`src/rtl/rtcb_pkg.sv`:
```
// Shared types, codes and BCD helpers for the three-wire RTC bus master.
// No dependencies; every other file in rtl/ uses this package.
`timescale 1ns / 1ps
`default_nettype none

package rtcb_pkg;

  // operation codes
  localparam logic [2:0] OP_TICK     = 3'd0;
  localparam logic [2:0] OP_RD_ONE   = 3'd1;
  localparam logic [2:0] OP_WR_ONE   = 3'd2;
  localparam logic [2:0] OP_WR_BURST = 3'd3;
  localparam logic [2:0] OP_RD_BURST = 3'd4;

  // bus phase codes
  localparam logic [1:0] PH_IDLE = 2'd0;
  localparam logic [1:0] PH_LOW  = 2'd1;
  localparam logic [1:0] PH_HIGH = 2'd2;
  localparam logic [1:0] PH_GAP  = 2'd3;

  // command bytes
  localparam logic [7:0] CMD_RD_ONE   = 8'h81;
  localparam logic [7:0] CMD_WR_ONE   = 8'h80;
  localparam logic [7:0] CMD_WR_BURST = 8'hBE;
  localparam logic [7:0] CMD_RD_BURST = 8'hBF;
  localparam logic [7:0] CMD_WP       = 8'h8E;
  localparam logic [7:0] HOUR_MASK    = 8'h7F;

  localparam int         TX_DEPTH   = 10;
  localparam int         RX_DEPTH   = 8;
  localparam logic [7:0] HP_RESET   = 8'd4;

  typedef struct packed {
    logic [2:0] op;
    logic [5:0] address;
    logic [7:0] write_data;
    logic [6:0] sec_in;
    logic [6:0] min_in;
    logic [6:0] hour_in;
    logic [6:0] day_in;
    logic [6:0] month_in;
    logic [6:0] weekday_in;
    logic [6:0] year_in;
    logic       io_in;
  } item_t;

  typedef struct packed {
    logic       chip_enable;
    logic       serial_clock;
    logic       io_out;
    logic       ready_res;
    logic [7:0] read_data;
    logic [7:0] sec_out;
    logic [7:0] min_out;
    logic [6:0] hour_out;
    logic [7:0] day_out;
    logic [7:0] month_out;
    logic [7:0] weekday_out;
    logic [7:0] year_out;
  } result_t;

  // binary to BCD, divide by ten through reciprocal 205/2048
  function automatic logic [7:0] to_bcd(input logic [6:0] x);
    logic [14:0] prod;
    logic [3:0]  q;
    logic [6:0]  r;
    prod = 15'(x) * 15'(205);
    q    = prod[14:11];
    r    = x - 7'(q) * 7'(10);
    return {q, r[3:0]};
  endfunction

  function automatic logic [7:0] from_bcd(input logic [7:0] b);
    return 8'(b[3:0]) + 8'(b[7:4]) * 8'(10);
  endfunction

endpackage

`default_nettype wire

```
`src/rtl/three_wire_rtc_bus_master.sv`:
```
// Top level of the three-wire RTC bus master: input stage, sequencer, result stage.
// Depends on rtcb_pkg, rtcb_in_stage, rtcb_sequencer and rtcb_out_stage.
`timescale 1ns / 1ps
`default_nettype none

// Channel   Handshake             Moves per transfer
// in_       in_valid / in_ready   one bus tick: op, address, data, time fields, io_in
// out_      out_valid / out_ready pin levels, idle flag, last single-read byte, decoded time
// cfg_      cfg_write_en          half_period, taken on any edge with the enable high
//
// One tick per cycle sustained while out_ready stays high; a tick passes through the
// input register, then sequencer logic into the result register, and out from there.
// The sequencer state advances only when a registered tick moves to the result
// register, so stalls on out_ready freeze the bus exactly where it stands.
// Synchronous active-low reset: sequencer idle, enable and clock low, data released.

module three_wire_rtc_bus_master (
  input  wire logic       clk,
  input  wire logic       rst_n,

  input  wire logic       cfg_write_en,
  input  wire logic [7:0] cfg_write_data,

  input  wire logic       in_valid,
  output logic            in_ready,
  input  wire logic [2:0] in_op,
  input  wire logic [5:0] in_address,
  input  wire logic [7:0] in_write_data,
  input  wire logic [6:0] in_sec_in,
  input  wire logic [6:0] in_min_in,
  input  wire logic [6:0] in_hour_in,
  input  wire logic [6:0] in_day_in,
  input  wire logic [6:0] in_month_in,
  input  wire logic [6:0] in_weekday_in,
  input  wire logic [6:0] in_year_in,
  input  wire logic       in_io_in,

  output logic            out_valid,
  input  wire logic       out_ready,
  output logic            out_chip_enable,
  output logic            out_serial_clock,
  output logic            out_io_out,
  output logic            out_ready_res,
  output logic [7:0]      out_read_data,
  output logic [7:0]      out_sec_out,
  output logic [7:0]      out_min_out,
  output logic [6:0]      out_hour_out,
  output logic [7:0]      out_day_out,
  output logic [7:0]      out_month_out,
  output logic [7:0]      out_weekday_out,
  output logic [7:0]      out_year_out
);

  rtcb_pkg::item_t   in_item;
  rtcb_pkg::item_t   stg_item;
  rtcb_pkg::result_t seq_res;
  rtcb_pkg::result_t res;
  logic              stg_valid;
  logic              can_load;
  logic              take;

  // pack the input ports into one item
  always_comb begin
    in_item.op         = in_op;
    in_item.address    = in_address;
    in_item.write_data = in_write_data;
    in_item.sec_in     = in_sec_in;
    in_item.min_in     = in_min_in;
    in_item.hour_in    = in_hour_in;
    in_item.day_in     = in_day_in;
    in_item.month_in   = in_month_in;
    in_item.weekday_in = in_weekday_in;
    in_item.year_in    = in_year_in;
    in_item.io_in      = in_io_in;
  end

  // a registered tick runs through the sequencer when the result slot is free
  assign take = stg_valid && can_load;

  rtcb_in_stage u_in (
    .clk       (clk),
    .rst_n     (rst_n),
    .in_valid  (in_valid),
    .in_ready  (in_ready),
    .in_item   (in_item),
    .take      (take),
    .stg_valid (stg_valid),
    .stg_item  (stg_item)
  );

  rtcb_sequencer u_seq (
    .clk            (clk),
    .rst_n          (rst_n),
    .cfg_write_en   (cfg_write_en),
    .cfg_write_data (cfg_write_data),
    .take           (take),
    .item           (stg_item),
    .res            (seq_res)
  );

  rtcb_out_stage u_out (
    .clk       (clk),
    .rst_n     (rst_n),
    .load      (take),
    .res_in    (seq_res),
    .can_load  (can_load),
    .out_valid (out_valid),
    .out_ready (out_ready),
    .res_out   (res)
  );

  // unpack the result onto the ports
  assign out_chip_enable  = res.chip_enable;
  assign out_serial_clock = res.serial_clock;
  assign out_io_out       = res.io_out;
  assign out_ready_res    = res.ready_res;
  assign out_read_data    = res.read_data;
  assign out_sec_out      = res.sec_out;
  assign out_min_out      = res.min_out;
  assign out_hour_out     = res.hour_out;
  assign out_day_out      = res.day_out;
  assign out_month_out    = res.month_out;
  assign out_weekday_out  = res.weekday_out;
  assign out_year_out     = res.year_out;

endmodule

`default_nettype wire

```
`src/rtl/rtcb_in_stage.sv`:
```
// Input register stage: holds one accepted tick until the sequencer takes it.
// Depends on rtcb_pkg.
`timescale 1ns / 1ps
`default_nettype none

module rtcb_in_stage (
  input  wire logic           clk,
  input  wire logic           rst_n,
  input  wire logic           in_valid,
  output logic                in_ready,
  input  wire rtcb_pkg::item_t in_item,
  input  wire logic           take,
  output logic                stg_valid,
  output rtcb_pkg::item_t     stg_item
);

  logic            valid_r, valid_nxt;
  rtcb_pkg::item_t item_r;

  assign in_ready  = !valid_r || take;
  assign stg_valid = valid_r;
  assign stg_item  = item_r;

  always_comb begin
    if (in_valid && in_ready) begin
      valid_nxt = 1'b1;
    end else if (take) begin
      valid_nxt = 1'b0;
    end else begin
      valid_nxt = valid_r;
    end
  end

  always_ff @(posedge clk) begin
    if (!rst_n) begin
      valid_r <= 1'b0;
    end else begin
      valid_r <= valid_nxt;
    end
  end

  always_ff @(posedge clk) begin
    if (in_valid && in_ready) begin
      item_r <= in_item;
    end
  end

endmodule

`default_nettype wire

```
`src/rtl/rtcb_sequencer.sv`:
```
// Bus sequencer: phase, bit/byte counters, divider, frame buffers and pins.
// Advances one tick per take; depends on rtcb_pkg.
`timescale 1ns / 1ps
`default_nettype none

module rtcb_sequencer (
  input  wire logic            clk,
  input  wire logic            rst_n,
  input  wire logic            cfg_write_en,
  input  wire logic [7:0]      cfg_write_data,
  input  wire logic            take,
  input  wire rtcb_pkg::item_t item,
  output rtcb_pkg::result_t    res
);

  logic [7:0] hp_r;
  logic [1:0] phase_r, phase_nxt;
  logic [3:0] byte_r, byte_nxt;
  logic [2:0] bit_r, bit_nxt;
  logic [7:0] div_r, div_nxt;
  logic [7:0] sh_r, sh_nxt;
  logic [2:0] aop_r, aop_nxt;
  logic       ce_r, ce_nxt;
  logic       clk_r, clk_nxt;
  logic       io_r, io_nxt;
  logic [7:0] tx_r  [rtcb_pkg::TX_DEPTH];
  logic [7:0] tx_nxt[rtcb_pkg::TX_DEPTH];
  logic [7:0] rx_r  [rtcb_pkg::RX_DEPTH];
  logic [7:0] rx_nxt[rtcb_pkg::RX_DEPTH];

  logic [7:0] hp_eff;
  logic [7:0] div_inc;
  logic [7:0] addr2;
  logic [3:0] rx_k;

  function automatic logic is_read(input logic [2:0] op, input logic [3:0] bidx);
    return (op == rtcb_pkg::OP_RD_ONE && bidx == 4'd1) ||
           (op == rtcb_pkg::OP_RD_BURST && bidx != 4'd0);
  endfunction

  function automatic logic [3:0] frame_total(input logic [2:0] op);
    case (op)
      rtcb_pkg::OP_RD_ONE:   return 4'd2;
      rtcb_pkg::OP_WR_ONE:   return 4'd2;
      rtcb_pkg::OP_WR_BURST: return 4'd11;
      rtcb_pkg::OP_RD_BURST: return 4'd9;
      default:               return 4'd0;
    endcase
  endfunction

  // data bit for the position the sequencer moves to, from the new frame bytes
  function automatic logic drive_bit(input logic [2:0] op, input logic [3:0] bidx,
                                     input logic [2:0] bitx);
    logic [3:0] idx;
    logic [7:0] sel;
    idx = bidx;
    sel = 8'd0;
    if (op == rtcb_pkg::OP_WR_BURST) begin
      idx = bidx - 4'd2;
    end
    if (op == rtcb_pkg::OP_WR_BURST && bidx == 4'd0) begin
      sel = rtcb_pkg::CMD_WP;
    end else if (op == rtcb_pkg::OP_WR_BURST && bidx == 4'd1) begin
      sel = 8'd0;
    end else if (idx < 4'(rtcb_pkg::TX_DEPTH)) begin
      sel = tx_nxt[idx];
    end
    return is_read(op, bidx) ? 1'b1 : sel[bitx];
  endfunction

  assign hp_eff  = (hp_r == 8'd0) ? 8'd1 : hp_r;
  assign div_inc = div_r + 8'd1;
  assign addr2   = {item.address, 1'b0};
  assign rx_k    = byte_r - 4'd1;

  always_comb begin
    phase_nxt = phase_r;
    byte_nxt  = byte_r;
    bit_nxt   = bit_r;
    div_nxt   = div_r;
    sh_nxt    = sh_r;
    aop_nxt   = aop_r;
    ce_nxt    = ce_r;
    clk_nxt   = clk_r;
    io_nxt    = io_r;
    tx_nxt    = tx_r;
    rx_nxt    = rx_r;
    unique case (phase_r)
      rtcb_pkg::PH_IDLE: begin
        if (item.op >= rtcb_pkg::OP_RD_ONE && item.op <= rtcb_pkg::OP_RD_BURST) begin
          for (int i = 0; i < rtcb_pkg::TX_DEPTH; i++) begin
            tx_nxt[i] = 8'd0;
          end
          case (item.op)
            rtcb_pkg::OP_RD_ONE: begin
              tx_nxt[0] = rtcb_pkg::CMD_RD_ONE | addr2;
            end
            rtcb_pkg::OP_WR_ONE: begin
              tx_nxt[0] = rtcb_pkg::CMD_WR_ONE | addr2;
              tx_nxt[1] = item.write_data;
            end
            rtcb_pkg::OP_WR_BURST: begin
              tx_nxt[0] = rtcb_pkg::CMD_WR_BURST;
              tx_nxt[1] = rtcb_pkg::to_bcd(item.sec_in);
              tx_nxt[2] = rtcb_pkg::to_bcd(item.min_in);
              // bit 7 clear selects 24-hour mode
              tx_nxt[3] = rtcb_pkg::to_bcd(item.hour_in) & rtcb_pkg::HOUR_MASK;
              tx_nxt[4] = rtcb_pkg::to_bcd(item.day_in);
              tx_nxt[5] = rtcb_pkg::to_bcd(item.month_in);
              tx_nxt[6] = rtcb_pkg::to_bcd(item.weekday_in);
              tx_nxt[7] = rtcb_pkg::to_bcd(item.year_in);
            end
            default: begin
              tx_nxt[0] = rtcb_pkg::CMD_RD_BURST;
            end
          endcase
          aop_nxt   = item.op;
          byte_nxt  = 4'd0;
          bit_nxt   = 3'd0;
          div_nxt   = 8'd0;
          sh_nxt    = 8'd0;
          ce_nxt    = 1'b1;
          clk_nxt   = 1'b0;
          io_nxt    = drive_bit(aop_nxt, byte_nxt, bit_nxt);
          phase_nxt = rtcb_pkg::PH_LOW;
        end
      end
      rtcb_pkg::PH_LOW: begin
        div_nxt = div_inc;
        if (div_inc >= hp_eff) begin
          if (is_read(aop_r, byte_r)) begin
            sh_nxt = {item.io_in, sh_r[7:1]};
          end
          div_nxt   = 8'd0;
          clk_nxt   = 1'b1;
          phase_nxt = rtcb_pkg::PH_HIGH;
        end
      end
      rtcb_pkg::PH_HIGH: begin
        div_nxt = div_inc;
        if (div_inc >= hp_eff) begin
          div_nxt = 8'd0;
          if (bit_r != 3'd7) begin
            bit_nxt   = bit_r + 3'd1;
            ce_nxt    = 1'b1;
            clk_nxt   = 1'b0;
            io_nxt    = drive_bit(aop_nxt, byte_nxt, bit_nxt);
            phase_nxt = rtcb_pkg::PH_LOW;
          end else begin
            bit_nxt = 3'd0;
            if (is_read(aop_r, byte_r)) begin
              if (aop_r == rtcb_pkg::OP_RD_ONE) begin
                rx_nxt[rtcb_pkg::RX_DEPTH-1] = sh_r;
              end else if (rx_k < 4'd7) begin
                rx_nxt[rx_k[2:0]] = sh_r;
              end
            end
            byte_nxt = byte_r + 4'd1;
            if (aop_r == rtcb_pkg::OP_WR_BURST && byte_nxt == 4'd2) begin
              // write-protect frame done, drop enable for the gap
              ce_nxt    = 1'b0;
              clk_nxt   = 1'b0;
              io_nxt    = 1'b1;
              phase_nxt = rtcb_pkg::PH_GAP;
            end else if (byte_nxt >= frame_total(aop_r)) begin
              ce_nxt    = 1'b0;
              clk_nxt   = 1'b0;
              io_nxt    = (aop_r != rtcb_pkg::OP_RD_BURST);
              phase_nxt = rtcb_pkg::PH_IDLE;
            end else begin
              ce_nxt    = 1'b1;
              clk_nxt   = 1'b0;
              io_nxt    = drive_bit(aop_nxt, byte_nxt, bit_nxt);
              phase_nxt = rtcb_pkg::PH_LOW;
            end
          end
        end
      end
      rtcb_pkg::PH_GAP: begin
        div_nxt = div_inc;
        if (div_inc >= hp_eff) begin
          div_nxt   = 8'd0;
          ce_nxt    = 1'b1;
          clk_nxt   = 1'b0;
          io_nxt    = drive_bit(aop_nxt, byte_nxt, bit_nxt);
          phase_nxt = rtcb_pkg::PH_LOW;
        end
      end
      default: begin
        phase_nxt = rtcb_pkg::PH_IDLE;
      end
    endcase
  end

  // result shows the levels after this tick
  always_comb begin
    res.chip_enable  = ce_nxt;
    res.serial_clock = clk_nxt;
    res.io_out       = io_nxt;
    res.ready_res    = (phase_nxt == rtcb_pkg::PH_IDLE);
    res.read_data    = rx_nxt[rtcb_pkg::RX_DEPTH-1];
    res.sec_out      = rtcb_pkg::from_bcd(rx_nxt[0]);
    res.min_out      = rtcb_pkg::from_bcd(rx_nxt[1]);
    res.hour_out     = 7'(rtcb_pkg::from_bcd(rx_nxt[2] & rtcb_pkg::HOUR_MASK));
    res.day_out      = rtcb_pkg::from_bcd(rx_nxt[3]);
    res.month_out    = rtcb_pkg::from_bcd(rx_nxt[4]);
    res.weekday_out  = rtcb_pkg::from_bcd(rx_nxt[5]);
    res.year_out     = rtcb_pkg::from_bcd(rx_nxt[6]);
  end

  always_ff @(posedge clk) begin
    if (!rst_n) begin
      hp_r <= rtcb_pkg::HP_RESET;
    end else if (cfg_write_en) begin
      hp_r <= cfg_write_data;
    end
  end

  always_ff @(posedge clk) begin
    if (!rst_n) begin
      phase_r <= rtcb_pkg::PH_IDLE;
      byte_r  <= 4'd0;
      bit_r   <= 3'd0;
      div_r   <= 8'd0;
      sh_r    <= 8'd0;
      aop_r   <= rtcb_pkg::OP_TICK;
      ce_r    <= 1'b0;
      clk_r   <= 1'b0;
      io_r    <= 1'b1;
      for (int i = 0; i < rtcb_pkg::RX_DEPTH; i++) begin
        rx_r[i] <= 8'd0;
      end
    end else if (take) begin
      phase_r <= phase_nxt;
      byte_r  <= byte_nxt;
      bit_r   <= bit_nxt;
      div_r   <= div_nxt;
      sh_r    <= sh_nxt;
      aop_r   <= aop_nxt;
      ce_r    <= ce_nxt;
      clk_r   <= clk_nxt;
      io_r    <= io_nxt;
      rx_r    <= rx_nxt;
    end
  end

  // frame bytes are written at operation start before any read
  always_ff @(posedge clk) begin
    if (take) begin
      tx_r <= tx_nxt;
    end
  end

endmodule

`default_nettype wire

```
`src/rtl/rtcb_out_stage.sv`:
```
// Result register: holds one result until the consumer takes it.
// Depends on rtcb_pkg.
`timescale 1ns / 1ps
`default_nettype none

module rtcb_out_stage (
  input  wire logic              clk,
  input  wire logic              rst_n,
  input  wire logic              load,
  input  wire rtcb_pkg::result_t res_in,
  output logic                   can_load,
  output logic                   out_valid,
  input  wire logic              out_ready,
  output rtcb_pkg::result_t      res_out
);

  logic              valid_r, valid_nxt;
  rtcb_pkg::result_t res_r;

  assign can_load  = !valid_r || out_ready;
  assign out_valid = valid_r;
  assign res_out   = res_r;

  always_comb begin
    if (load) begin
      valid_nxt = 1'b1;
    end else if (out_ready) begin
      valid_nxt = 1'b0;
    end else begin
      valid_nxt = valid_r;
    end
  end

  always_ff @(posedge clk) begin
    if (!rst_n) begin
      valid_r <= 1'b0;
    end else begin
      valid_r <= valid_nxt;
    end
  end

  always_ff @(posedge clk) begin
    if (load) begin
      res_r <= res_in;
    end
  end

endmodule

`default_nettype wire
```
`config.mk`:
```
export PLATFORM = sky130hd
export DESIGN_NAME = three_wire_rtc_bus_master
export DESIGN_NICKNAME = d
export VERILOG_FILES = /design/src/rtl/rtcb_pkg.sv /design/src/rtl/three_wire_rtc_bus_master.sv /design/src/rtl/rtcb_in_stage.sv /design/src/rtl/rtcb_sequencer.sv /design/src/rtl/rtcb_out_stage.sv
export SDC_FILE = /design/constraint.sdc
export NUM_CORES = 1
export LEC_CHECK = 0
export BUFFER_PORTS_ARGS = -buffer_cell sky130_fd_sc_hd__buf_2
export CORE_AREA = 10 10 240 242
export DETAILED_ROUTE_END_ITERATION = 12
export DIE_AREA = 0 0 250 252
export PLACE_DENSITY = 0.58
export SYNTH_ARGS = -nofsm -noshare
export SYNTH_HDL_FRONTEND = slang
export SYNTH_SLANG_ARGS = --single-unit
```
`constraint.sdc`:
```
create_clock -name clk -period 4.8 [get_ports clk]
set_input_delay 0.72 -clock clk [delete_from_list [all_inputs] [get_ports clk]]
set_output_delay 0.72 -clock clk [all_outputs]
set_load 0.05 [all_outputs]
```
==> impl_metrics.yaml <==
synth:
  ys_seq_elements: 300
  syn_nets: 2393
  yosys_warnings: 0
  synth_area_sq_mm: 0.0209
  syn-instance-count: 1927
  synth_xor_area_share_pct: 5.10
  synth-simple-area-share_pct: 10.8
  ys.flop_type: "edfxtp_1"
  ys_seq_area_share_pct: 38.1
  postSynthAreaPerCell_sq_um: 10.9
  synth_top_family_by_area: "adder cells"
  synth_mux_area_share_pct: 7.25
  synthAdderAreaFrac_pct: 25.9
  ys_types: 78
  synth-async-reset-ratio_pct: 0
  synth-edff-count: 196
  synth_compound_area_share_pct: 7.94
clock_network:
  cts.clk_slew.worst_paths_ns: 0.06
  clock_latency_ns: 0.56
  cts.sinks: 300
  ctsHtreeMaxLevel: 2
  postCtsHoldBufs: 0
  clk_path_buf_depth: 3
  numCtsBuffers: 38
  clock-root-buffer: "clkbuf_16"
  cts_tree: "done"
timing:
  clock.fmax_mhz: 208
  setup_viol: 1
  post-route-period-util_pct: 100
  tightest_slew_ns: 0.986
  slew_headroom_pct: 34.1
  layout_setup_ws_ns: -0.000427
  final_max_slew_viol_count: 0
  hold_viol: 0
  fin_crit_ns: 4.80
  fin_skew_ns: 0.0164
  hold_ws_ns: 0.338
  rsz0062_at_grt: "true"
final_layout:
  diodes: 0
  nets: 2597
  fillCellCount: 4781
  drive_gt1_share_pct: 20.4
  final_common_cell: "ha_1"
  instances_no_fill: 2847
  final_area_sq_mm: 0.0246
  mostFrequentLayoutCells: "ha_1, edfxtp_1, inv_1"
  area_delta_synth_final_pct: 17.4
floorplanning:
  die_area_sq_mm: 0.0630
  num_rows: 84
  coreArea_sq_mm: 0.0524
  num_io_pins: 149
  die_w_microns: 250
  start_util_pct: 39.9
  die_h_microns: 252
pwr:
  leakage_nw: 11.3
  p_per_area_mw_per_mm2: 343
  ir_drop_mv: 0.256
setup_path:
  required_ns: 5.08
  critPathArrivalTime_ns: 5.08
  path_class: "register to register"
  startpoint_type: "register"
  crit_path_end_kind: "register"
  crit_path_max_fanout: 4
  ff2ff_setup_slack_ns: -0.0004
grt:
  gr-total-overflow: 0
  grt_max_degree: 87
  grt_pass1_wl_microns: 77900
  grt_pass1_vias: 15095
  antenna_found_initial: 1
  grt_usage_pct: 15.0
place:
  place_area_sq_mm: 0.0228
  dp.cells: 2760
  hpwlAfterDp_microns: 36400
  gp_congestion: 0.831
  port_buffers: 148
route:
  vias_per_cell: 5.07
  drt_iter0_drc: 568
  wl_microns: 48000
  drtPass1Iterations: 5
  antenna_left: 0
  wl_per_cell_microns: 16.9
  drc: 0
  num_vias: 14424
status:
  status: "complete, but fails checks"
  violations: "negative setup slack"
worst_hold_path:
  min_path_type: "primary input to register"
run:
  maxCapViolations: 0
[registers in the layout (all words and copies together), names as in the netlist]
register,count
u_seq.aop_r,3
u_seq.phase_r,2
u_out.out_valid,1
u_seq.tx_r,62
u_seq.io_r,1
u_seq.hp_r,8
u_seq.clk_r,1
u_out.res_out,67
u_seq.ce_r,1
u_seq.div_r,8
u_seq.sh_r,8
u_in.stg_item,67
u_seq.rx_r,63
u_seq.byte_r,4
u_seq.bit_r,3
u_in.stg_valid,1
[routing by layer]
| layer | up-vias | wire length (microns) | share of wire (%) | GRT usage (%) |
|---|---|---|---|---|
| met4 | 2 | 1290 | 2.7 | 4.65 |
| met3 | 78 | 1850 | 3.9 | 2.84 |
| li1 | 7186 | - | - | - |
| met2 | 237 | 24400 | 51 | 26.9 |
| met5 | - | 12 | 0.025 | 0 |
| met1 | 6921 | 20500 | 43 | 17.7 |
[area by class of cell]
| class | instances | area (sq um) | area share [%] |
|---|---|---|---|
| multi-input combinational | 1359 | 12300 | 50.0 |
| sequential | 300 | 7970 | 32.4 |
| timing repair buffer | 233 | 1380 | 5.63 |
| clock buffer | 43 | 991 | 4.03 |
| tap | 688 | 861 | 3.50 |
| inverter | 199 | 749 | 3.05 |
| clock inverter | 25 | 328 | 1.33 |
[synth_stat cells (all sizes together) (16+ instances only)]
master | n | area share [%]
ha | 312 | 19
inv | 199 | 3.6
edfxtp | 196 | 28
nor2 | 191 | 3.5
dfxtp | 104 | 9.9
nand2 | 86 | 1.6
mux2i | 83 | 4.0
xnor2 | 79 | 3.3
fa | 74 | 7.1
a21oi | 59 | 1.5
clkbuf | 55 | 0.99
o21ai | 49 | 1.2
mux2 | 43 | 2.3
xor2 | 42 | 1.8
nand3 | 33 | 0.79
and2 | 27 | 0.81
nor3 | 25 | 0.60
and3 | 22 | 0.66
a211oi | 17 | 0.61
a21o | 16 | 0.57
nor2b | 16 | 0.48
[per-stage QoR]
stage,util (%),setup slack (ns),power (mW),TNS (ns)
after floorplan,-,0.107,4.67,0
after global placement,43.4,0.0448,5.16,0
after detailed placement,43.4,-0.0732,5.23,-0.137
after CTS,46.0,-0.0121,8.37,-0.0121
after global routing,46.8,-0.141,8.99,-0.247
final,46.8,-0.000427,8.43,-0.000427
[kinds of logic (layout without fill, tap and decap cells)]
logic type,count (synthesis),after routing
buffers and inverters,268,500
xor gates and xnor gates,121,121
and+or+nand+nor,468,468
DFF,300,300
AOI/OAI and AO/OA,245,245
muxes,135,135
adders and majority gates,390,390
[final timing paths]
path                                   startpoint          endpoint  cells after the start
worst min register to register     u_seq.rx_r[16]    u_seq.rx_r[16]                      2
worst max register to register  u_in.stg_item[47]    u_seq.tx_r[67]                     22
worst max-delay path            u_in.stg_item[47]    u_seq.tx_r[67]                     22
worst min-delay path             in_weekday_in[1]  u_in.stg_item[9]                      1
[where the power goes]
part	total [mW]	switching [mW]	internal (mW)
sequential	2.97	0.0706	2.90
clock	3.04	1.17	1.87
combinational	2.42	1.31	1.11
[critical path, stage by stage (launching register included)]
cell	delay (ns)
edfxtp_1	0.50
ha_4	0.32
inv_2	0.03
fa_1	0.50
inv_2	0.05
ha_4	0.26
inv_2	0.03
fa_1	0.50
inv_2	0.05
ha_4	0.20
nand4_1	0.08
o211ai_1	0.12
o41ai_1	0.40
buf_4	0.20
xnor2_2	0.07
inv_1	0.06
ha_2	0.16
inv_2	0.04
fa_2	0.40
xnor2_2	0.15
xnor2_1	0.20
xnor2_1	0.14
a211oi_1	0.08
[what timing repair did]
item                       CTS  global route
setup buffers                2            18
gates cloned                 0             0
gates resized for setup      6            64
pin swaps                    1            53
setup endpoints to repair    4            19
(Power assumes the default switching activity.)
